## config.mk

```make
export PLATFORM = sky130hd
export DESIGN_NAME = catapult_fire_mode_controller_top
export DESIGN_NICKNAME = d
export VERILOG_FILES = /design/src/cfm_pkg.sv /design/src/catapult_fire_mode_controller_top.sv
export SDC_FILE = /design/constraint.sdc
export NUM_CORES = 1
export LEC_CHECK = 0
export CORE_ASPECT_RATIO = 0.6
export CORE_MARGIN = 1
export CORE_UTILIZATION = 64
export DETAILED_ROUTE_END_ITERATION = 16
export DONT_BUFFER_PORTS = 1
export HOLD_SLACK_MARGIN = 0.1
export PLACE_DENSITY = 0.84
export SYNTH_ARGS = -nofsm -noshare
export SYNTH_HDL_FRONTEND = slang
export SYNTH_SLANG_ARGS = --single-unit
```

## constraint.sdc

```tcl
create_clock -name clk -period 6.1 [get_ports clk]
set_clock_uncertainty 0.15 [all_clocks]
set_input_delay 0.915 -clock clk [delete_from_list [all_inputs] [get_ports clk]]
set_output_delay 0.915 -clock clk [all_outputs]
set_load 0.01 [all_outputs]
```

## src/cfm_pkg.sv

```systemverilog
// package for the catapult fire mode controller
// holds clock width, mode and phase codes, register indexes and reset values
// no dependencies
package cfm_pkg;

  // millisecond clock width and the width used to compare it with guard_ms
  localparam int CLOCK_BITS = 16;
  localparam int CMP_BITS   = (CLOCK_BITS > 16) ? CLOCK_BITS : 16;

  // field and register widths
  localparam int ANGLE_BITS = 9;
  localparam int DIST_BITS  = 12;
  localparam int GUARD_BITS = 16;
  localparam int POWER_BITS = 7;
  localparam int TICK_BITS  = 8;
  localparam int MODE_BITS  = 3;
  localparam int PHASE_BITS = 2;
  localparam int CFG_IDX_BITS  = 4;
  localparam int CFG_DATA_BITS = 16;

  typedef logic [MODE_BITS-1:0]  mode_t;
  typedef logic [PHASE_BITS-1:0] phase_t;
  typedef logic [CLOCK_BITS-1:0] clock_t;

  // mode codes
  localparam mode_t MODE_LOADING   = 3'd0;
  localparam mode_t MODE_RESETTING = 3'd1;
  localparam mode_t MODE_AUTOFIRE  = 3'd2;
  localparam mode_t MODE_WAITING   = 3'd3;
  localparam mode_t MODE_DISTFIRE  = 3'd4;

  // phase codes
  localparam phase_t PH_START = 2'd0;
  localparam phase_t PH_IDLE  = 2'd1;
  localparam phase_t PH_AUTO  = 2'd2;
  localparam phase_t PH_SEMI  = 2'd3;

  // register indexes
  localparam logic [CFG_IDX_BITS-1:0] REG_RESET_ANGLE  = 4'd0;
  localparam logic [CFG_IDX_BITS-1:0] REG_RETURN_ANGLE = 4'd1;
  localparam logic [CFG_IDX_BITS-1:0] REG_GUARD        = 4'd2;
  localparam logic [CFG_IDX_BITS-1:0] REG_BALL_NEAR    = 4'd3;
  localparam logic [CFG_IDX_BITS-1:0] REG_RESET_POWER  = 4'd4;
  localparam logic [CFG_IDX_BITS-1:0] REG_FIRE_POWER   = 4'd5;
  localparam logic [CFG_IDX_BITS-1:0] REG_AUTO_POWER   = 4'd6;
  localparam logic [CFG_IDX_BITS-1:0] REG_TICK         = 4'd7;

  // register reset values
  localparam logic [ANGLE_BITS-1:0] RST_RESET_ANGLE  = 9'd80;
  localparam logic [ANGLE_BITS-1:0] RST_RETURN_ANGLE = 9'd75;
  localparam logic [GUARD_BITS-1:0] RST_GUARD        = 16'd200;
  localparam logic [DIST_BITS-1:0]  RST_BALL_NEAR    = 12'd50;
  localparam logic [POWER_BITS-1:0] RST_RESET_POWER  = 7'd90;
  localparam logic [POWER_BITS-1:0] RST_FIRE_POWER   = 7'd127;
  localparam logic [POWER_BITS-1:0] RST_AUTO_POWER   = 7'd114;
  localparam logic [TICK_BITS-1:0]  RST_TICK         = 8'd20;

endpackage

```

## src/catapult_fire_mode_controller_top.sv

```systemverilog
// catapult fire mode controller, top level
// one control tick per request: input register, tick logic, result register
// depends on cfm_pkg
//
// usage:
//   input channel in_valid / in_stall carries one control tick per request:
//   auto_button, semi_button, arm_angle_deg, ball_distance_mm.
//   output channel out_valid / out_stall returns one result per tick:
//   motor_power, mode_code and phase_code after that tick.
//   a request is taken at a rising edge with valid high and stall low.
//   a taken request moves through the tick logic into the result register at
//   the next advance, which raises out_valid; an output stall can hold that
//   advance back. the receiver takes the result at an edge with out_stall low.
//   throughput is one tick per cycle when out_stall is low; the state update
//   (phase, mode, locks, clock) is done as the tick enters the result register.
//   when the receiver stalls, the result holds and one more tick can wait in
//   the input register; then in_stall rises.
//   reset (rst, synchronous) clears state to phase 0, mode loading, locks and
//   clock zero, loads the register defaults and empties both stages.
//   configuration writes (cfg_write, cfg_index, cfg_data) take effect at once;
//   indexes beyond the register list are ignored.
module catapult_fire_mode_controller_top (
  input  logic                                clk,
  input  logic                                rst,
  // configuration
  input  logic                                cfg_write,
  input  logic [cfm_pkg::CFG_IDX_BITS-1:0]    cfg_index,
  input  logic [cfm_pkg::CFG_DATA_BITS-1:0]   cfg_data,
  // input channel
  input  logic                                in_valid,
  output logic                                in_stall,
  input  logic                                auto_button,
  input  logic                                semi_button,
  input  logic [cfm_pkg::ANGLE_BITS-1:0]      arm_angle_deg,
  input  logic [cfm_pkg::DIST_BITS-1:0]       ball_distance_mm,
  // output channel
  output logic                                out_valid,
  input  logic                                out_stall,
  output logic [cfm_pkg::POWER_BITS-1:0]      motor_power,
  output logic [cfm_pkg::MODE_BITS-1:0]       mode_code,
  output logic [cfm_pkg::PHASE_BITS-1:0]      phase_code
);

  // configuration registers
  logic [cfm_pkg::ANGLE_BITS-1:0] reset_angle_deg;
  logic [cfm_pkg::ANGLE_BITS-1:0] return_angle_deg;
  logic [cfm_pkg::GUARD_BITS-1:0] guard_ms;
  logic [cfm_pkg::DIST_BITS-1:0]  ball_near_mm;
  logic [cfm_pkg::POWER_BITS-1:0] reset_power;
  logic [cfm_pkg::POWER_BITS-1:0] fire_power;
  logic [cfm_pkg::POWER_BITS-1:0] auto_power;
  logic [cfm_pkg::TICK_BITS-1:0]  tick_ms;

  // controller state
  cfm_pkg::phase_t phase, phase_next;
  cfm_pkg::mode_t  mode, mode_next;
  logic            auto_lock, auto_lock_next;
  logic            semi_lock, semi_lock_next;
  cfm_pkg::clock_t clock_ms, clock_ms_next;

  // input register
  logic                           in_full;
  logic                           in_auto;
  logic                           in_semi;
  logic [cfm_pkg::ANGLE_BITS-1:0] in_angle;
  logic [cfm_pkg::DIST_BITS-1:0]  in_dist;

  // tick logic signals
  logic                           advance;
  logic                           take;
  logic                           auto_press;
  logic                           semi_press;
  logic                           guard_passed;
  cfm_pkg::clock_t                clock_base;
  logic [cfm_pkg::CLOCK_BITS:0]   clock_sum;
  logic [cfm_pkg::POWER_BITS-1:0] power_next;

  // configuration writes
  always_ff @(posedge clk) begin
    if (rst) begin
      reset_angle_deg  <= cfm_pkg::RST_RESET_ANGLE;
      return_angle_deg <= cfm_pkg::RST_RETURN_ANGLE;
      guard_ms         <= cfm_pkg::RST_GUARD;
      ball_near_mm     <= cfm_pkg::RST_BALL_NEAR;
      reset_power      <= cfm_pkg::RST_RESET_POWER;
      fire_power       <= cfm_pkg::RST_FIRE_POWER;
      auto_power       <= cfm_pkg::RST_AUTO_POWER;
      tick_ms          <= cfm_pkg::RST_TICK;
    end else if (cfg_write) begin
      unique case (cfg_index)
        cfm_pkg::REG_RESET_ANGLE:  reset_angle_deg  <= cfg_data[cfm_pkg::ANGLE_BITS-1:0];
        cfm_pkg::REG_RETURN_ANGLE: return_angle_deg <= cfg_data[cfm_pkg::ANGLE_BITS-1:0];
        cfm_pkg::REG_GUARD:        guard_ms         <= cfg_data[cfm_pkg::GUARD_BITS-1:0];
        cfm_pkg::REG_BALL_NEAR:    ball_near_mm     <= cfg_data[cfm_pkg::DIST_BITS-1:0];
        cfm_pkg::REG_RESET_POWER:  reset_power      <= cfg_data[cfm_pkg::POWER_BITS-1:0];
        cfm_pkg::REG_FIRE_POWER:   fire_power       <= cfg_data[cfm_pkg::POWER_BITS-1:0];
        cfm_pkg::REG_AUTO_POWER:   auto_power       <= cfg_data[cfm_pkg::POWER_BITS-1:0];
        cfm_pkg::REG_TICK:         tick_ms          <= cfg_data[cfm_pkg::TICK_BITS-1:0];
        default: ;
      endcase
    end
  end

  // pipeline handshake: a tick moves on when the result register is empty or its result is being taken
  assign advance  = in_full && (!out_valid || !out_stall);
  assign in_stall = in_full && !advance;
  assign take     = in_valid && !in_stall;

  // input register
  always_ff @(posedge clk) begin
    if (rst) begin
      in_full <= 1'b0;
    end else if (take) begin
      in_full <= 1'b1;
    end else if (advance) begin
      in_full <= 1'b0;
    end
  end

  always_ff @(posedge clk) begin
    if (take) begin
      in_auto  <= auto_button;
      in_semi  <= semi_button;
      in_angle <= arm_angle_deg;
      in_dist  <= ball_distance_mm;
    end
  end

  // fresh presses and the guard time check
  assign auto_press   = in_auto && !auto_lock;
  assign semi_press   = in_semi && !semi_lock;
  assign guard_passed = cfm_pkg::CMP_BITS'(clock_ms) > cfm_pkg::CMP_BITS'(guard_ms);

  // phase logic, lock release, clock clear
  always_comb begin
    phase_next     = phase;
    mode_next      = mode;
    auto_lock_next = auto_lock;
    semi_lock_next = semi_lock;
    clock_base     = clock_ms;
    unique case (phase)
      cfm_pkg::PH_START: begin
        if (in_angle >= reset_angle_deg) begin
          mode_next = cfm_pkg::MODE_RESETTING;
        end else begin
          mode_next  = cfm_pkg::MODE_LOADING;
          phase_next = cfm_pkg::PH_IDLE;
        end
      end
      cfm_pkg::PH_IDLE: begin
        if (mode == cfm_pkg::MODE_RESETTING && in_angle < reset_angle_deg && guard_passed) begin
          mode_next = cfm_pkg::MODE_LOADING;
        end else if (auto_press) begin
          phase_next     = cfm_pkg::PH_AUTO;
          auto_lock_next = 1'b1;
        end else if (semi_press) begin
          phase_next     = cfm_pkg::PH_SEMI;
          semi_lock_next = 1'b1;
          mode_next      = cfm_pkg::MODE_WAITING;
        end
      end
      cfm_pkg::PH_AUTO: begin
        mode_next = cfm_pkg::MODE_AUTOFIRE;
        if (auto_press) begin
          phase_next     = cfm_pkg::PH_START;
          auto_lock_next = 1'b1;
        end
      end
      cfm_pkg::PH_SEMI: begin
        if (mode == cfm_pkg::MODE_DISTFIRE && in_angle <= return_angle_deg && guard_passed) begin
          clock_base = '0;
          mode_next  = cfm_pkg::MODE_WAITING;
        end else if (mode == cfm_pkg::MODE_WAITING && in_dist < ball_near_mm) begin
          mode_next  = cfm_pkg::MODE_DISTFIRE;
          clock_base = '0;
        end
        if (semi_press) begin
          phase_next     = cfm_pkg::PH_START;
          semi_lock_next = 1'b1;
        end
      end
      default: ;
    endcase
    if (!in_auto) begin
      auto_lock_next = 1'b0;
    end
    if (!in_semi) begin
      semi_lock_next = 1'b0;
    end
    if (in_semi) begin
      clock_base = '0;
    end
  end

  // saturating clock advance
  assign clock_sum     = {1'b0, clock_base} + (cfm_pkg::CLOCK_BITS+1)'(tick_ms);
  assign clock_ms_next = clock_sum[cfm_pkg::CLOCK_BITS] ? '1
                                                        : clock_sum[cfm_pkg::CLOCK_BITS-1:0];

  // motor power for the new mode
  always_comb begin
    case (mode_next)
      cfm_pkg::MODE_RESETTING: power_next = reset_power;
      cfm_pkg::MODE_AUTOFIRE:  power_next = auto_power;
      cfm_pkg::MODE_DISTFIRE:  power_next = fire_power;
      default:                 power_next = '0;
    endcase
  end

  // state update
  always_ff @(posedge clk) begin
    if (rst) begin
      phase     <= cfm_pkg::PH_START;
      mode      <= cfm_pkg::MODE_LOADING;
      auto_lock <= 1'b0;
      semi_lock <= 1'b0;
      clock_ms  <= '0;
    end else if (advance) begin
      phase     <= phase_next;
      mode      <= mode_next;
      auto_lock <= auto_lock_next;
      semi_lock <= semi_lock_next;
      clock_ms  <= clock_ms_next;
    end
  end

  // result register
  always_ff @(posedge clk) begin
    if (rst) begin
      out_valid <= 1'b0;
    end else if (advance) begin
      out_valid <= 1'b1;
    end else if (!out_stall) begin
      out_valid <= 1'b0;
    end
  end

  always_ff @(posedge clk) begin
    if (advance) begin
      motor_power <= power_next;
      mode_code   <= mode_next;
      phase_code  <= phase_next;
    end
  end

  // auto phase always lands in autofire mode
  a_auto_mode: assert property (@(posedge clk) disable iff (rst)
    (advance && phase == cfm_pkg::PH_AUTO) |=> mode == cfm_pkg::MODE_AUTOFIRE)
    else $error("auto phase did not give autofire mode");

  // holding semi restarts the clock from one tick
  a_semi_clock: assert property (@(posedge clk) disable iff (rst)
    (advance && in_semi) |=> clock_ms == cfm_pkg::CLOCK_BITS'(tick_ms))
    else $error("clock not restarted while semi held");

  // start check with a low arm goes to idle in loading mode
  a_start_low: assert property (@(posedge clk) disable iff (rst)
    (advance && phase == cfm_pkg::PH_START && in_angle < reset_angle_deg)
    |=> (phase == cfm_pkg::PH_IDLE && mode == cfm_pkg::MODE_LOADING))
    else $error("start check did not reach idle");

  // result register and state move together
  a_result_state: assert property (@(posedge clk) disable iff (rst)
    advance |=> (out_valid && mode_code == mode && phase_code == phase))
    else $error("result does not match state");

  // an empty input register never stalls the sender
  a_no_stall_empty: assert property (@(posedge clk) disable iff (rst)
    !in_full |-> !in_stall)
    else $error("stall with empty input register");

endmodule
```

# After elaboration in Yosys (flattened, before gate mapping)
# Cells that the tools add are included.
[totals]
input_bits = 48
wordCells = 113
out_inout_bits = 14
reg_bits = 135
[op_classes]
n_reduce_logical = 30
addsub = 1
n_lt_le_gt_ge = 5
eq_ne = 22
mux = 33
[ops]
columns = ["op", "count"]
rows = [
  ["two-way mux 16 bit", 5],
  ["one-hot mux 7 bit (3 select lines)", 1],
  ["adder 16 x 8 -> 17 bit", 1],
  ["== test 4 x 3 -> 1 bit (second input constant)", 4],
  ["> comparator 16 bit", 1],
  ["AND reduction 2 bit", 8],
  ["two-way mux 3 bit", 5],
  ["less-than comparator 12 bit", 1],
  ["two-way mux 1 bit", 12],
  ["two-way mux 2 bit", 6],
  ["one-hot mux 3 bit (4 select lines)", 1],
  ["logical AND 1 bit", 10],
  ["greater-or-equal comparator 9 bit", 1],
  ["<= comparator 9 bit", 1],
  ["less-than comparator 9 bit", 1],
  ["!= test 3 bit (second input constant)", 3],
  ["== test 4 x 2 -> 1 bit (second input constant)", 2],
  ["one-hot mux 2 bit (4 select lines)", 1],
  ["== test 3 x 1 -> 1 bit (second input constant)", 2],
  ["== test 3 x 2 -> 1 bit (second input constant)", 2],
  ["== test 3 bit (second input constant)", 2],
  ["logical NOT 1 bit", 6],
  ["!= test 3 x 1 -> 1 bit (second input constant)", 2],
  ["== test 2 bit (second input constant)", 2],
  ["other kinds (10)", 11],
]

# Depth between registers and ports, before layout
# Gate-level depths: netlist of the first run.
[logic_depth]
depth_word = 8
depth_mapped = 20

# Least setup slack after synthesis of the first run
# Ideal clock, no wire load.
[synth_timing]
kind = "register to register"
from = "register guard_ms[15] (netlist name)"
to = "register clock_ms[0]"
path_slack_ns = 1.589
synth_period_minus_slack_ns = 4.511
path_buffers = 1
t_arrival_ns = 4.217
stages_incl_launch_ff = 21
setup_ns = 0.144
cell_sequence = "dfxtp_1 > inv_1 > ha_1 > nand4_2 > nor4_4 > o21ai_2 > a311o_1 > o21ai_1 > a21oi_2 > buf_2 > and2_1 > ha_1 > fa_1 > a21o_1 > a21oi_1 > o21bai_1 > a21oi_1 > o21ai_1 > and2_1 > a31oi_2 > a221oi_1"
[synth_via]
elab_chain_cells = 7
[synth_lines]
columns = ["element", "line_no", "rtl"]
rows = [
  ["start, declared", "catapult_fire_mode_controller_top.sv:47", "logic [cfm_pkg::GUARD_BITS-1:0] guard_ms;"],
  ["start signal, assigned", "catapult_fire_mode_controller_top.sv:83", "guard_ms <= cfm_pkg::RST_GUARD;"],
  ["start signal, assigned", "catapult_fire_mode_controller_top.sv:93", "cfm_pkg::REG_GUARD: guard_ms <= cfg_data[cfm_pkg::GUARD_BITS-1:0];"],
  ["> comparator 16 bit", "catapult_fire_mode_controller_top.sv:132", "assign guard_passed = cfm_pkg::CMP_BITS'(clock_ms) > cfm_pkg::CMP_BITS'(guard_ms);"],
  ["logical AND 1 bit", "catapult_fire_mode_controller_top.sv:170", "if (mode == cfm_pkg::MODE_DISTFIRE && in_angle <= return_angle_deg && guard_passed) begin"],
  ["two-way mux 16 bit", "catapult_fire_mode_controller_top.sv:170", ""],
  ["two-way mux 16 bit", "catapult_fire_mode_controller_top.sv:141", "unique case (phase)"],
  ["two-way mux 16 bit", "catapult_fire_mode_controller_top.sv:190", "if (in_semi) begin"],
  ["adder 16 x 8 -> 17 bit", "catapult_fire_mode_controller_top.sv:196", "assign clock_sum = {1'b0, clock_base} + (cfm_pkg::CLOCK_BITS+1)'(tick_ms);"],
  ["two-way mux 16 bit", "catapult_fire_mode_controller_top.sv:197", "assign clock_ms_next = clock_sum[cfm_pkg::CLOCK_BITS] ? '1"],
  ["end signal, assigned", "catapult_fire_mode_controller_top.sv:223", "clock_ms <= clock_ms_next;"],
  ["end, declared", "catapult_fire_mode_controller_top.sv:59", "cfm_pkg::clock_t clock_ms, clock_ms_next;"],
]
# Every way passes these cells.
# A chain may end at the register's enable or synchronous reset.

# Worst setup path after layout of the first run
[layout_timing]
from = "register guard_ms[15] (netlist name)"
to = "register clock_ms[7]"
# The elaborated chain is that of the path after synthesis.

==> results of run 1 <==
worst min-delay path, stage by stage, from the launching register on:
cell and delay, ns:
sky130_fd_sc_hd__dfxtp_1 0.30, sky130_fd_sc_hd__nand2_1 0.05, sky130_fd_sc_hd__a21oi_1 0.05
worst max path at each step:
stage / from / end / slack (ns) / depth (start not counted)
detailed placement: guard_ms[15]$_SDFFE_PP0P_ / clock_ms[0]$_SDFFE_PP0P_ / 1.02 / 19
global placement: guard_ms[15]$_SDFFE_PP0P_ / clock_ms[0]$_SDFFE_PP0P_ / 1.24 / 19
CTS: guard_ms[15]$_SDFFE_PP0P_ / clock_ms[0]$_SDFFE_PP0P_ / 0.95 / 19
finish: guard_ms[15]$_SDFFE_PP0P_ / clock_ms[7]$_SDFFE_PP0P_ / 0.93 / 19
global route: clock_ms[11]$_SDFFE_PP0P_ / clock_ms[0]$_SDFFE_PP0P_ / 0.59 / 18
floorplan: guard_ms[15]$_SDFFE_PP0P_ / clock_ms[0]$_SDFFE_PP0P_ / 1.59 / 20
flip-flops by register name (all words and copies together), names as in the netlist:
register and cells:
auto_lock 1, auto_power 7, ball_near_mm 12, clock_ms 16
fire_power 7, guard_ms 16, in_angle 9, in_auto 1
in_dist 12, in_full 1, in_semi 1, mode 3
mode_code 3, motor_power 7, out_valid 1, phase 2
phase_code 2, reset_angle_deg 9, reset_power 7, return_angle_deg 9
semi_lock 1, tick_ms 8
logic make-up after synthesis:
kind of cell               count (synthesis)
AOI/OAI and AO/OA                        173
muxes                                     24
xor gates and xnor gates                   6
and+or+nand+nor                          241
buffers and inverters                    101
adders and majority gates                 54
DFF                                      135
power breakdown:
group	leakage [nW]	total, mW	switching (mW)	internal [mW]
Clock	0.283	1.05	0.401	0.645
Combinational	1.66	0.165	0.0997	0.0652
Sequential	1.15	0.978	0.0248	0.954
Total	3.10	2.19	0.526	1.66
placed cells by master (no fill, tap or decap), types with 3 or more instances in the layout:
cell type                    instances
sky130_fd_sc_hd__o21a_1              3
sky130_fd_sc_hd__inv_6               3
sky130_fd_sc_hd__nand2_1            85
sky130_fd_sc_hd__nor3_1              7
sky130_fd_sc_hd__a21oi_1            57
sky130_fd_sc_hd__nand4_1            13
sky130_fd_sc_hd__inv_1              68
sky130_fd_sc_hd__a21o_1              9
sky130_fd_sc_hd__xnor2_1             3
sky130_fd_sc_hd__nand3_1             5
sky130_fd_sc_hd__nand2b_1            6
sky130_fd_sc_hd__o221ai_2            7
sky130_fd_sc_hd__o21ai_0            17
sky130_fd_sc_hd__a211oi_1           15
sky130_fd_sc_hd__nor3b_1             5
sky130_fd_sc_hd__dfxtp_1           100
sky130_fd_sc_hd__buf_4               5
sky130_fd_sc_hd__and2_1             10
sky130_fd_sc_hd__mux2i_1            23
sky130_fd_sc_hd__bufinv_16           3
sky130_fd_sc_hd__o21bai_1            4
sky130_fd_sc_hd__a211o_1            27
sky130_fd_sc_hd__clkbuf_16          17
sky130_fd_sc_hd__edfxtp_1           35
sky130_fd_sc_hd__nand3b_1            6
sky130_fd_sc_hd__nor2_1             77
sky130_fd_sc_hd__and3_1              4
sky130_fd_sc_hd__nor2b_1            14
sky130_fd_sc_hd__xor2_1              3
sky130_fd_sc_hd__ha_1               53
sky130_fd_sc_hd__clkinvlp_4          4
cell type report:
| cell class | instances | area [um2] | share of cell area, % |
|---|---|---|---|
| multi-input combinational | 498 | 3420 | 45.3 |
| sequential | 135 | 3050 | 40.5 |
| clock buffer | 18 | 429 | 5.69 |
| inverter | 69 | 259 | 3.44 |
| clock inverter | 14 | 174 | 2.31 |
| tap | 135 | 169 | 2.24 |
| timing repair buffer | 5 | 37.5 | 0.498 |
per-stage QoR:
stage | hold WS (ns) | power, mW | setup WS, ns | instances
after global routing | 0.318 | 2.25 | 0.589 | 874
after global placement | 0.289 | 1.15 | 1.24 | 842
after CTS | 0.300 | 2.19 | 0.948 | 874
after detailed placement | 0.292 | 1.15 | 1.02 | 842
final | 0.299 | 2.19 | 0.930 | 874
after floorplan | 0.282 | 1.13 | 1.59 | 734
routing by layer:
layer / global-route usage, % / up-vias
li1: - / 2563
met1: 41.7 / 2571
met2: 50.3 / 251
met3: 9.16 / 39
met4: 14.6 / 0
met5: 0 / -
==> impl.org, run 1 <==
** Status
- Run status :: complete, no violations

** Yosys
- After synthesis, the largest area contributor takes up 29.2% of total cell area.
- Synthesis handed over a netlist of around 730 instances.
- Basic-gate share of the synthesized area counting and, or, nand and nor cells :: between 15 and 20%
- Post-synthesis cell type with the largest combined area :: sky130_fd_sc_hd__dfxtp_1
- Share of cell area taken by muxes after synthesis :: 3.52%
- Dominant combinational cell family by area after synthesis :: compound AO/OA/AOI/OAI gates
- Summing the areas of all xor and xnor instances in the mapped netlist gives 0.766% of the synthesized area.
- Counting flops with an async set or reset pin after synthesis yields a share of 0%.
- Commonest cells in the netlist :: 100 x sky130_fd_sc_hd__dfxtp_1, 85 x sky130_fd_sc_hd__nand2_1, 77 x sky130_fd_sc_hd__nor2_1
- A synthesized cell averages 9.35 um2.
- Top flip-flop cell by instance count after synthesis :: sky130_fd_sc_hd__dfxtp_1
- Yosys mapped a number of flops with a built-in enable equal to 35.
- In this run the cell area of the synthesized design comes to around 7000 um2.
- Compound-cell area share of the yosys netlist :: 18.7%
- The synthesized design contains approximately 140 register bits.
- Sequential share of the synthesized area :: around 44%
- When the netlist entered floorplanning its net count stood at 836.
- Most numerous cell in the Yosys netlist :: sky130_fd_sc_hd__dfxtp_1
- After Yosys synthesis, full adders, half adders and majority gates account for 9.95% of the synthesized area.
- Count of different cell masters after synthesis :: 68
- In the post-synthesis netlist, the biggest area contributors are sky130_fd_sc_hd__dfxtp_1 29%, sky130_fd_sc_hd__edfxtp_1 15%, sky130_fd_sc_hd__ha_1 9.7%.
- For this run, the number of Yosys warnings is 0.

** Clock network
- The longest clock path from root to sink contains 2 buffers.
- Hold repair after CTS inserted 0 buffers.
- TritonCTS created 17 clock buffers.
- Sink count of the clock tree :: 135
- H-Tree Level Count :: 4
- The tree is rooted in a sky130_fd_sc_hd__clkbuf_16.
- Once the clock tree was built, the resizer swapped 0 gates to a different size.
- TritonCTS built the clock tree.
- Number of buffers inserted by post-CTS setup repair :: 0
- Latest clock arrival within the worst-skew pair :: between 0.4 and 0.5 ns
- Worst-path clk slew :: 0.06 ns

** Power
- P per Cell Area :: around 290 nW/um2
- The worst-case IR drop observed on VDD is 0.224 mV.
- In this run the static leakage power is 3.10 nW.

** Routing
- In the routed design, unresolved DRC markers number 0.
- Dividing the detail-routed wire length by the instance count gives about 20 um.
- Max Used Layer :: met4
- Wire length on met1 :: around 7600 um
- The detail route stage leaves a number of antenna-violating nets equal to 0.
- Via density per instance :: 6.21
- The routed layout has 5424 vias.
- Met3 Routed Length :: 1570 um
- Met2 WL :: 7570 um
- Iteration count of the initial detailed-routing pass :: 5
- The detailed router finished its first iteration with 500 violations.
- Summed over all layers, the routed wires come to 17100 um.

** Timing
- The total count of hold-check failures in the final report is 0.
- Final setup vio count :: 0
- Peak Freq :: 0.193 GHz
- Setup total negative slack on the finished layout was measured at 0 ns.
- Worst slew margin :: 16.1%
- Unrepaired setup endpoints after global routing :: no
- Count of final max-slew check failures :: 0
- After layout, the worst path uses a little over four fifths of the clock period.
- At the pin with the least slew margin, the transition time is between 1 and 1.5 ns.
- The worst path in the final design needs a cycle of about 5.2 ns, including I/O delays and setup.

** Worst setup path
- Grouping stages by cell kind, the critical path spends the most delay in compound AO/OA/AOI/OAI gates.
- Critical path cell sequence :: inv_1, ha_1, nand4_2, nor4_4, o21ai_2, a311o_1, o21ai_1, a21oi_2, and2_1, ha_1, fa_1, a21o_1, a21oi_1, o21bai_1, a21oi_1, o21ai_1, and2_1, a31oi_2, a211oi_1
- Crit path required time :: slightly above 6 ns
- Startpoint of the worst register-to-register path :: guard_ms[15]$_SDFFE_PP0P_
- The worst register-to-register path ends at clock_ms[7]$_SDFFE_PP0P_.
- Sort of element at the end of the critical path :: register
- The number of buffers and inverters on the critical path is 1.
- Delay of the slowest cell on the worst path :: 0.43 ns
- Data arrives at the worst endpoint at 5.30 ns.
- The number of cells on the worst reg-to-reg path is 19.
- Critical path fanouts, max :: 15
- Critical Setup Path Class :: register to register
- Kind of start point of the critical path :: register
- On the critical path, the stage with the largest delay is an instance of sky130_fd_sc_hd__a31oi_2.
- R2r setup slk :: 0.93 ns

** Worst hold path
- The worst hold path belongs to the class register to register.
- For hold timing, the worst endpoint is ball_near_mm[0]$_SDFFE_PP0P_.
- The worst hold path was traced through 2 stages.
- In this run the most critical hold path is launched from ball_near_mm[0]$_SDFFE_PP0P_.

** Floorplanning
- The die covers 11200 um2.
- The die is 82.2 um tall.
- In this run the horizontal extent of the chip is about 140 um.
- Initial cell density of the core :: 67.8%
- In this run the standard cell core region covers 10100 um2.
- Top Ports :: 62
- Site row count :: 28

** Cells and area
- Final standard cell area without fillers :: around 7500 um2
- Fill cells in the final layout number approximately 700.
- Area growth from synthesis to layout :: 9.83%
- Cells fill between 70% and 80% of the core in the end.
- Number of antenna diodes :: 0
- Layout cells sized above 1 :: 8.53%
- Number of nets at the end of the flow :: 828

** Global route
- The via count of the first global-routing pass is between 5000 and 6000.
- Largest net degree at the start of global routing :: 97
- Wire length of the first global-routing pass :: 26500 um
- Tot GR Track Use :: between 30% and 40%
- The number of antenna violations at the first check in global routing is 0.
- Overflow left after global routing :: 0

** Place
- Routability-driven placement finished with a final weighted congestion of a little over 0.9.
- Number of buffers inserted by port buffering :: 0
- Detailed placement finished with a half-perimeter wire length of between 10000 and 15000 um.
- Once placement finished, the instance area stood at 6930 um2.

** Flow run
- Max-cap violations in this run came to 0.
(Power assumes the default switching activity.)
==> run 2, diff against run 1 <==
ABC_AREA = 1   (was unset)
clock period = 5.11 ns   (was 6.1 ns; I/O delays follow)
==> run 2 against run 1 <==
Critical path depth increased by 2. Highest routed layer unchanged. Sequential cell count unchanged. Combinational power up 45%. Worst hold slack got worse by 0.033 ns. Sequential power is 21% higher. Design area is 1.2% lower. Area after synthesis is 1.8% lower. Wire length decreased by 0.85%. Synthesized cell count rose by 14%. First-iteration DRC count rose by 29%.
==> impl.org, run 2 <==
** Status
- Run status: complete, no violations (unchanged).

** Timing
- The tightest slew margin relative to the limit was 30.8% (was 16.1%).
- The setup-violating endpoint count in the final report came to 0 (unchanged).
- Fraction of the cycle the final worst path needs :: 88.3% (was 84.8%)
- The pin slew with the least headroom to its limit came to 1.04 ns (was 1.25 ns).
- The final-layout setup total negative slack was 0 ns (unchanged).
- Hold Vio Cnt, Final :: 0 (unchanged)
- The final critical-path required period is 4.51 ns (was 5.17 ns).
- The minimum setup slack in the final design came to 0.596 ns (was 0.930 ns).
- Unrepaired setup endpoints after global routing :: no (unchanged)
- Peak Freq :: 0.222 GHz (was 0.193 GHz)
- Worst hold margin :: 0.266 ns (was 0.299 ns)
- Count of final max-slew check failures :: 0 (unchanged)

** Cells and area
- The commonest non-fill, non-tap cell in the layout was sky130_fd_sc_hd__nand2_1 (was sky130_fd_sc_hd__dfxtp_1).
- Layout cells sized above 1 :: 7.08% (was 8.53%)
- The final non-filler cell area came to 7450 um2 (was 7540 um2).
- Leading cell types in the layout, fill and taps excluded: 136 x sky130_fd_sc_hd__nand2_1, 111 x sky130_fd_sc_hd__inv_1, 100 x sky130_fd_sc_hd__dfxtp_1, 86 x sky130_fd_sc_hd__o21ai_0 (was 100 x sky130_fd_sc_hd__dfxtp_1, 85 x sky130_fd_sc_hd__nand2_1, 77 x sky130_fd_sc_hd__nor2_1, 68 x sky130_fd_sc_hd__inv_1, 57 x sky130_fd_sc_hd__a21oi_1).
- The non-filler instance count after layout came to 983 (was 874).
- Registers with the most flip-flops: clock_ms: 16 flops, guard_ms: 16 flops (unchanged).
- Area growth from synthesis to layout :: 10.5% (was 9.83%)
- The post-layout net count was 936 (was 828).
- Post-layout utilization of the core :: 74.1% (was 74.4%)

** Place
- The routability congestion estimate came to 0.921 (was 0.914).
- The half-perimeter wire length of the detailed placement result is 12000 um (was 11800 um).
- Cell Count Post-Placement :: 950 (was 842)
- The worst setup timing slack at the placement stage is 0.758 ns (was 1.02 ns).
- The number of buffer cells added on primary ports was 0 (unchanged).
- The post-place instance area is 6820 um2 (was 6930 um2).

** Floorplanning
- The x dimension of the die was 134 um (was 136 um).
- The row count is 28 (unchanged).
- The I/O pin total is 62 (unchanged).
- The area of the die is 11000 um2 (was 11200 um2).
- Initial cell density of the core :: 67.0% (was 67.8%)
- The area of the core region was 10100 um2 (about the same).
- Height of the die :: 81.5 um (was 82.2 um)

** Routing
- The detailed-route vias per instance came to 5.96 (was 6.21).
- The count of antenna-violating nets left after detailed routing is 0 (unchanged).
- The average wire per cell in the routed design was 17.2 um (was 19.6 um).
- Iteration count of the initial detailed-routing pass :: 6 (was 5)
- The count of unresolved DRC violations after routing was 0 (unchanged).
- The total number of vias came to 5857 (was 5424).
- The violation count after the first detailed-routing iteration came to 647 (was 500).
- The detailed-route wire length came to 17000 um (was 17100 um).

** Global route
- The global-route wire length before repair is 27000 um (was 26500 um).
- The total track usage came to 32.7% (was 32.1%).
- The number of antenna violations at the first check in global routing was 1 (was 0).
- Vias in the first global route :: 5398 (was 5300)
- Global-route track usage on met2 :: 53.2% (was 50.3%)
- The routing usage on met3 is 8.95% (was 9.16%).
- Global-route track usage on met1 :: 43.1% (was 41.7%)
- Overflow left after global routing :: 0 (unchanged)
- The largest net degree at the start of global routing came to 69 (was 97).
- Busiest metal layer after global routing :: met2 (unchanged)

** Worst setup path
- The worst path arrival time was 4.66 ns (was 5.30 ns).
- The destination of the worst register-to-register timing path was clock_ms[7]$_SDFFE_PP0P_ (unchanged).
- R2r setup slk :: 0.60 ns (was 0.93 ns)
- R2r worst-path depth :: 21 (was 19)
- The launching instance or port of the critical path is clock_ms[11]$_SDFFE_PP0P_ (was guard_ms[15]$_SDFFE_PP0P_).
- Critical path fanouts, max :: 17 (was 15)
- The required time at the endpoint of the critical path is 5.25 ns (was 6.23 ns).
- The termination of the worst setup path was clock_ms[7]$_SDFFE_PP0P_ (unchanged).
- The critical setup path kind is register to register (unchanged).
- Startpoint of the worst register-to-register path :: clock_ms[11]$_SDFFE_PP0P_ (was guard_ms[15]$_SDFFE_PP0P_)
- The startpoint kind of the worst setup timing path is a register (unchanged).
- Sort of element at the end of the critical path :: register (unchanged)

** Yosys
- The netlist area before placement was 6740 um2 (was 6860 um2).
- Post-synthesis cell type with the largest combined area :: sky130_fd_sc_hd__dfxtp_1 (unchanged)
- Portion of synthesized cell area occupied by the leading cell type :: 29.7% (was 29.2%)
- Most numerous cell in the Yosys netlist :: sky130_fd_sc_hd__nand2_1 (was sky130_fd_sc_hd__dfxtp_1)
- The register area share after synthesis is 45.3% (was 44.5%).
- Post-synthesis instance total :: 838 (was 734)
- The most common flop cell mapped by yosys was sky130_fd_sc_hd__dfxtp_1 (unchanged).
- Commonest cells in the netlist: 136 x sky130_fd_sc_hd__nand2_1, 112 x sky130_fd_sc_hd__inv_1, 100 x sky130_fd_sc_hd__dfxtp_1 (was 100 x sky130_fd_sc_hd__dfxtp_1, 85 x sky130_fd_sc_hd__nand2_1, 77 x sky130_fd_sc_hd__nor2_1).
- Per-instance average area after synthesis :: 8.04 um2 (was 9.35 um2)
- The synthesis warning total was 0 (unchanged).
- The number of nets in the synthesized netlist is 940 (was 836).
- Flip-flop and latch count after synthesis :: 135 (unchanged)
- Top area cells in the synthesized netlist :: sky130_fd_sc_hd__dfxtp_1 30%, sky130_fd_sc_hd__edfxtp_1 16%, sky130_fd_sc_hd__ha_1 9.8% (was sky130_fd_sc_hd__dfxtp_1 29%, sky130_fd_sc_hd__edfxtp_1 15%, sky130_fd_sc_hd__ha_1 9.7%)
- The number of flops mapped to enable cells by yosys was 35 (unchanged).
- The share of async-settable or async-resettable flops after synthesis is 0% (unchanged).
- The distinct cell type count after synthesis was 37 (was 68).

** Power
- The maximum ir drop on the vdd rail came to 0.287 mV (was 0.224 mV).
- The sum of internal, switching and leakage power was 2.71 mW (was 2.19 mW).
- The leakage power summed over all cells came to 3.25 nW (was 3.10 nW).
- The total power density per cell area came to 364 nW/um2 (was 291 nW/um2).

** Clock network
- CTS buffer count :: 17 (unchanged)
- The number of levels in the clock H-tree is 4 (unchanged).
- The clock sink total is 135 (unchanged).
- Cell at the root of the clock tree :: sky130_fd_sc_hd__clkbuf_16 (unchanged)
- The latest clock arrival within the worst-skew pair is 0.42 ns (about the same).
- Clock tree from TritonCTS :: done (unchanged)
- Worst-path clk slew :: 0.06 ns (about the same)
- Number of buffers inserted by post-CTS setup repair :: 0 (unchanged)
- Resize count post-CTS :: 0 (unchanged)
- Post-CTS Hold Buffers :: 0 (unchanged)
- CTS Buffer Depth :: 2 (unchanged)

** Worst hold path
- The type of the worst min-delay path is input port to register (was register to register).
- Worst hold path stage count :: 1 (was 2)

** Flow run
- The number of maximum-capacitance violations was 0 (unchanged).
-- run 2: layer usage --
| layer | routed length, um | share of wire [%] |
|---|---|---|
| met1 | 7280 | 43 |
| met3 | 1810 | 11 |
| met5 | 0 | 0 |
| met4 | 313 | 1.8 |
| met2 | 7540 | 44 |
-- run 2: kinds of logic after synthesis --
family          synth area share [%]
buf+inv                         7.97
compound gates                  15.3
fa+ha+maj                       10.1
xor+xnor                        1.30
simple gates                    19.9
flops                           45.3
-- run 2: how the worst min path moves through the flow --
| stage | start | endpoint |
|---|---|---|
| 2_1_floorplan | ball_near_mm[0]$_SDFFE_PP0P_ | ball_near_mm[0]$_SDFFE_PP0P_ |
| 3_3_place_gp | ball_near_mm[0]$_SDFFE_PP0P_ | ball_near_mm[0]$_SDFFE_PP0P_ |
| 3_5_place_dp | semi_lock$_SDFFE_PP0P_ | semi_lock$_SDFFE_PP0P_ |
| 4_1_cts | rst | out_valid$_SDFFE_PP0P_ |
| 5_1_grt | rst | out_valid$_SDFFE_PP0P_ |
| 6_report | rst | out_valid$_SDFFE_PP0P_ |
-- run 2: power breakdown --
group / total, mW / internal [mW] / switching [mW]
Sequential: 1.18 / 1.15 / 0.0321
Combinational: 0.239 / 0.0764 / 0.162
Clock: 1.29 / 0.830 / 0.464
Total: 2.71 / 2.05 / 0.659
-- run 2: layout make-up --
class                      instances  area, um2
timing repair buffer               3       22.5
fill                             691       2610
sequential                       135       3050
clock buffer                      20        447
tap                              135        169
antenna                            1       2.50
clock inverter                    12        176
multi-input combinational        563       3150
inverter                         114        428
-- run 2: critical path, cell delays in order, from the launching register on --
cell and delay (ns):
sky130_fd_sc_hd__dfxtp_1 0.38, sky130_fd_sc_hd__ha_1 0.34, sky130_fd_sc_hd__nand2_1 0.06, sky130_fd_sc_hd__o21ai_0 0.39, sky130_fd_sc_hd__a21oi_1 0.16, sky130_fd_sc_hd__nand2_1 0.12
sky130_fd_sc_hd__nand3_2 0.11, sky130_fd_sc_hd__nand2_2 0.10, sky130_fd_sc_hd__nand2_4 0.15, sky130_fd_sc_hd__inv_1 0.24, sky130_fd_sc_hd__nor3_1 0.09, sky130_fd_sc_hd__ha_1 0.24
sky130_fd_sc_hd__fa_1 0.41, sky130_fd_sc_hd__a21oi_1 0.18, sky130_fd_sc_hd__o21bai_1 0.13, sky130_fd_sc_hd__nand2_1 0.11, sky130_fd_sc_hd__a21boi_1 0.09, sky130_fd_sc_hd__nand3_4 0.12
sky130_fd_sc_hd__nor2_4 0.06, sky130_fd_sc_hd__a21oi_2 0.39, sky130_fd_sc_hd__buf_4 0.26, sky130_fd_sc_hd__a21oi_2 0.08
==> run 3, diff against run 2 <==
ABC_AREA = 0   (was 1)
==> run 3 against run 2 <==
Via count shrank 5.9%. Fmax down 4.1%. Register-to-register slack worse by 0.19 ns. Sequential power barely moved. Critical path type unchanged. Design area increased by 1.2%.
==> impl.org, run 3 (same netlist as run 1, synthesis figures left out) <==
** Worst setup path
- The total buffers and inverters traversed by the critical path is 0 (was 2).
- The worst path arrival time is 4.85 ns (was 4.66 ns).
- Startpoint of the worst register-to-register path :: clock_ms[11]$_SDFFE_PP0P_ (unchanged)
- Endpoint of the worst-slack reg-to-reg timing path :: clock_ms[5]$_SDFFE_PP0P_ (was clock_ms[7]$_SDFFE_PP0P_)
- The number of cells on the worst reg-to-reg path was 18 (was 21).
- Critical Setup Path Class :: register to register (unchanged)
- The peak per-stage delay on the critical path was 0.41 ns (about the same).
- The minimum setup slack among reg-to-reg paths came to 0.40 ns (was 0.60 ns).
- Crit path required time :: 5.25 ns (about the same)
- Critical path cell sequence :: ha_1, nand4_1, nor4_4, o21ai_2, a311o_1, o21ai_1, a21oi_2, and2_1, ha_1, fa_1, a21o_1, a21oi_1, o21bai_1, a21oi_1, o21ai_1, and2_1, a31oi_4, a211oi_1 (was ha_1, nand2_1, o21ai_0, a21oi_1, nand2_1, nand3_2, nand2_2, nand2_4, inv_1, nor3_1, ha_1, fa_1, a21oi_1, o21bai_1, nand2_1, a21boi_1, nand3_4, nor2_4, a21oi_2, buf_4, a21oi_2)
- Crit-path leading delay family :: compound AO/OA/AOI/OAI gates (unchanged)
- Sort of element at the end of the critical path :: register (unchanged)
- The cell with the largest stage delay on the worst path was sky130_fd_sc_hd__fa_1 (unchanged).
- The startpoint kind of the worst setup timing path is a register (unchanged).
- The maximum fanout encountered on the critical timing path came to 8 (was 17).

** Global route
- The largest net degree at the start of global routing is 97 (was 69).
- The via count of the first global-routing pass was 5295 (was 5398).
- The total track usage is 32.3% (was 32.7%).
- Wire length of the first global-routing pass :: 26600 um (was 27000 um)
- Overflow left after global routing :: 0 (unchanged)
- The number of antenna violations at the first check in global routing is 0 (was 1).

** Clock network
- CTS buffer count :: 17 (unchanged)
- The clock transition at the register clock pins on the worst setup and hold paths after CTS was 0.06 ns (about the same).
- The clock sink total is 135 (unchanged).
- H-Tree Level Count :: 4 (unchanged)
- The setup fix buffers added after clock tree synthesis came to 0 (unchanged).
- CTS Buffer Depth :: 2 (unchanged)
- The clock tree from TritonCTS is done (unchanged).
- Post-CTS Hold Buffers :: 0 (unchanged)
- Latest clock arrival within the worst-skew pair :: 0.43 ns (was 0.42 ns)
- The clock root buffer was sky130_fd_sc_hd__clkbuf_16 (unchanged).

** Routing
- The violation count after the first detailed-routing iteration was 588 (was 647).
- The detailed-route vias per instance is 6.29 (was 5.96).
- The count of unresolved DRC violations after routing is 0 (unchanged).
- Drt total wl :: 17400 um (was 17000 um)
- The number of iterations in the first detailed-routing pass is 5 (was 6).
- Drt wl/cell :: 19.9 um (was 17.2 um)
- Number of routed nets with antenna violations :: 0 (unchanged)
- Vias after detailed routing :: 5514 (was 5857)

** Timing
- Count of final max-slew check failures :: 0 (unchanged)
- Measured slew at the worst slew-check pin :: 1.25 ns (was 1.04 ns)
- The achievable frequency was 0.212 GHz (was 0.222 GHz).
- Worst slew margin :: 16.4% (was 30.8%)
- The final-layout setup total negative slack came to 0 ns (unchanged).
- The final critical-path share of the clock period came to 92.1% (was 88.3%).
- Hold Vio Cnt, Final :: 0 (unchanged)
- Unrepaired setup endpoints after global routing :: no (unchanged)
- The setup-violating endpoint count in the final report came to 0 (unchanged).
- Minimum clock period after layout :: 4.71 ns (was 4.51 ns)

** Floorplanning
- Full die area :: 11200 um2 (was 11000 um2)
- The die span in y was 82.2 um (was 81.5 um).
- Width of the die :: 136 um (was 134 um)
- Core Footprint :: 10100 um2 (about the same)
- Site row count :: 28 (unchanged)
- Top Ports :: 62 (unchanged)
- The initial standard-cell utilization of the core came to 67.8% (was 67.0%).

** Status
- Run status: complete, no violations (unchanged).

** Cells and area
- Filler cell count in the final layout :: 719 (was 691)
- The fraction of final layout cells sized beyond drive strength 1 came to 8.77% (was 7.08%).
- The core utilization of the finished layout came to 74.4% (was 74.1%).
- Most common cell after layout, fill and taps aside :: sky130_fd_sc_hd__dfxtp_1 (was sky130_fd_sc_hd__nand2_1)
- Registers with the most flip-flops :: clock_ms: 16 flops, guard_ms: 16 flops (unchanged)
- Number of antenna diodes :: 0 (was 1)
- Leading cell types in the layout, fill and taps excluded: 100 x sky130_fd_sc_hd__dfxtp_1, 85 x sky130_fd_sc_hd__nand2_1, 77 x sky130_fd_sc_hd__nor2_1, 68 x sky130_fd_sc_hd__inv_1, 57 x sky130_fd_sc_hd__a21oi_1 (was 136 x sky130_fd_sc_hd__nand2_1, 111 x sky130_fd_sc_hd__inv_1, 100 x sky130_fd_sc_hd__dfxtp_1, 86 x sky130_fd_sc_hd__o21ai_0).
- Area growth from synthesis to layout :: 9.83% (was 10.5%)
- The post-layout net count was 830 (was 936).

** Worst hold path
- Hold Path End :: guard_ms[13]$_SDFFE_PP0P_ (was out_valid$_SDFFE_PP0P_)
- Hold Path Origin :: rst (unchanged)
- Worst hold path stage count :: 1 (unchanged)
- Kind of path behind the tightest hold check :: input port to register (unchanged)

** Power
- The maximum ir drop on the vdd rail came to 0.278 mV (was 0.287 mV).
- The total power density per cell area is 341 nW/um2 (was 364 nW/um2).
- Leakage power of the design :: 3.10 nW (was 3.25 nW)

** Place
- The routability congestion estimate came to 0.927 (was 0.921).
- The number of buffer cells added on primary ports came to 0 (unchanged).
- The half-perimeter wire length of the detailed placement result came to 11800 um (was 12000 um).

** Flow run
- The number of maximum-capacitance violations was 0 (unchanged).
-- run 3: cell types whose count changed in the layout (fill, tap and decap cells not counted), sizes merged, moves of 7 or more --
cell and change:
a21oi -31, o221ai +7, nand2 -54, nand4 +8, a211oi +17, nor2b +15
mux2i +23, inv -43, and2 +10, a211o +27, nand2b +8, o21ai -67
nand3 -69, a21o +10
-- run 3: worst max path at each step --
stage | to | slack, ns | depth (start not counted) | start
final | clock_ms[5]$_SDFFE_PP0P_ | 0.40 | 18 | clock_ms[11]$_SDFFE_PP0P_
after global routing | clock_ms[3]$_SDFFE_PP0P_ | 0.11 | 18 | clock_ms[11]$_SDFFE_PP0P_
after CTS | clock_ms[5]$_SDFFE_PP0P_ | 0.35 | 18 | clock_ms[11]$_SDFFE_PP0P_
after detailed placement | clock_ms[3]$_SDFFE_PP0P_ | 0.41 | 19 | guard_ms[15]$_SDFFE_PP0P_
after global placement | clock_ms[0]$_SDFFE_PP0P_ | 0.56 | 19 | guard_ms[15]$_SDFFE_PP0P_
after floorplan | clock_ms[0]$_SDFFE_PP0P_ | 0.60 | 20 | guard_ms[15]$_SDFFE_PP0P_
-- run 3: power breakdown --
part	total [mW]	internal, mW	switching, mW	leakage, nW
registers	1.17	1.14	0.0297	1.15
logic	0.200	0.0789	0.122	1.68
clock network	1.20	0.720	0.482	0.273
-- run 3: area by class of cell --
class / instances / area (um2) / share of cell area, %
repair buffers: 7 / 52.6 / 0.697
inverters: 69 / 259 / 3.44
flip-flops and latches: 135 / 3050 / 40.5
multi-input cells: 498 / 3420 / 45.4
clock inverters: 14 / 150 / 1.99
clock buffers: 18 / 429 / 5.69
well taps: 135 / 169 / 2.24
-- run 3: what timing repair did --
action | CTS | global route
endpoints found under the setup margin | 0 | 6
endpoints found under the hold margin | 0 | 0
resized for setup | 0 | 1
-- run 3: metrics by stage --
stage / hold slack, ns / instance area [um2] / instances / total power [mW] / setup slack [ns]
after floorplan: 0.282 / 6860 / 734 / 1.34 / 0.599
after global placement: 0.289 / 6950 / 844 / 1.37 / 0.563
after detailed placement: 0.294 / 6950 / 844 / 1.38 / 0.414
after CTS: 0.258 / 7530 / 876 / 2.57 / 0.350
after global routing: 0.253 / 7540 / 876 / 2.64 / 0.113
final: 0.256 / 7540 / 876 / 2.57 / 0.404
-- run 3: worst reg2reg max path, delay by kind of cell, from the launching register on --
family / cells / cell delay, ns
adder cells (fa/ha/maj): 3 / 0.97
AO/OA/AOI/OAI: 11 / 2.09
flip-flops: 1 / 0.38
AND/OR/NAND/NOR: 4 / 0.97
-- run 3: per-layer routing --
metal  part of all wire [%]  vias up  GRT usage, %
li1                       -     2566             -
met1                     44     2634          41.9
met2                     45      279          52.2
met3                    9.7       35          8.00
met4                    1.8        0          12.9
met5                      0        -             0
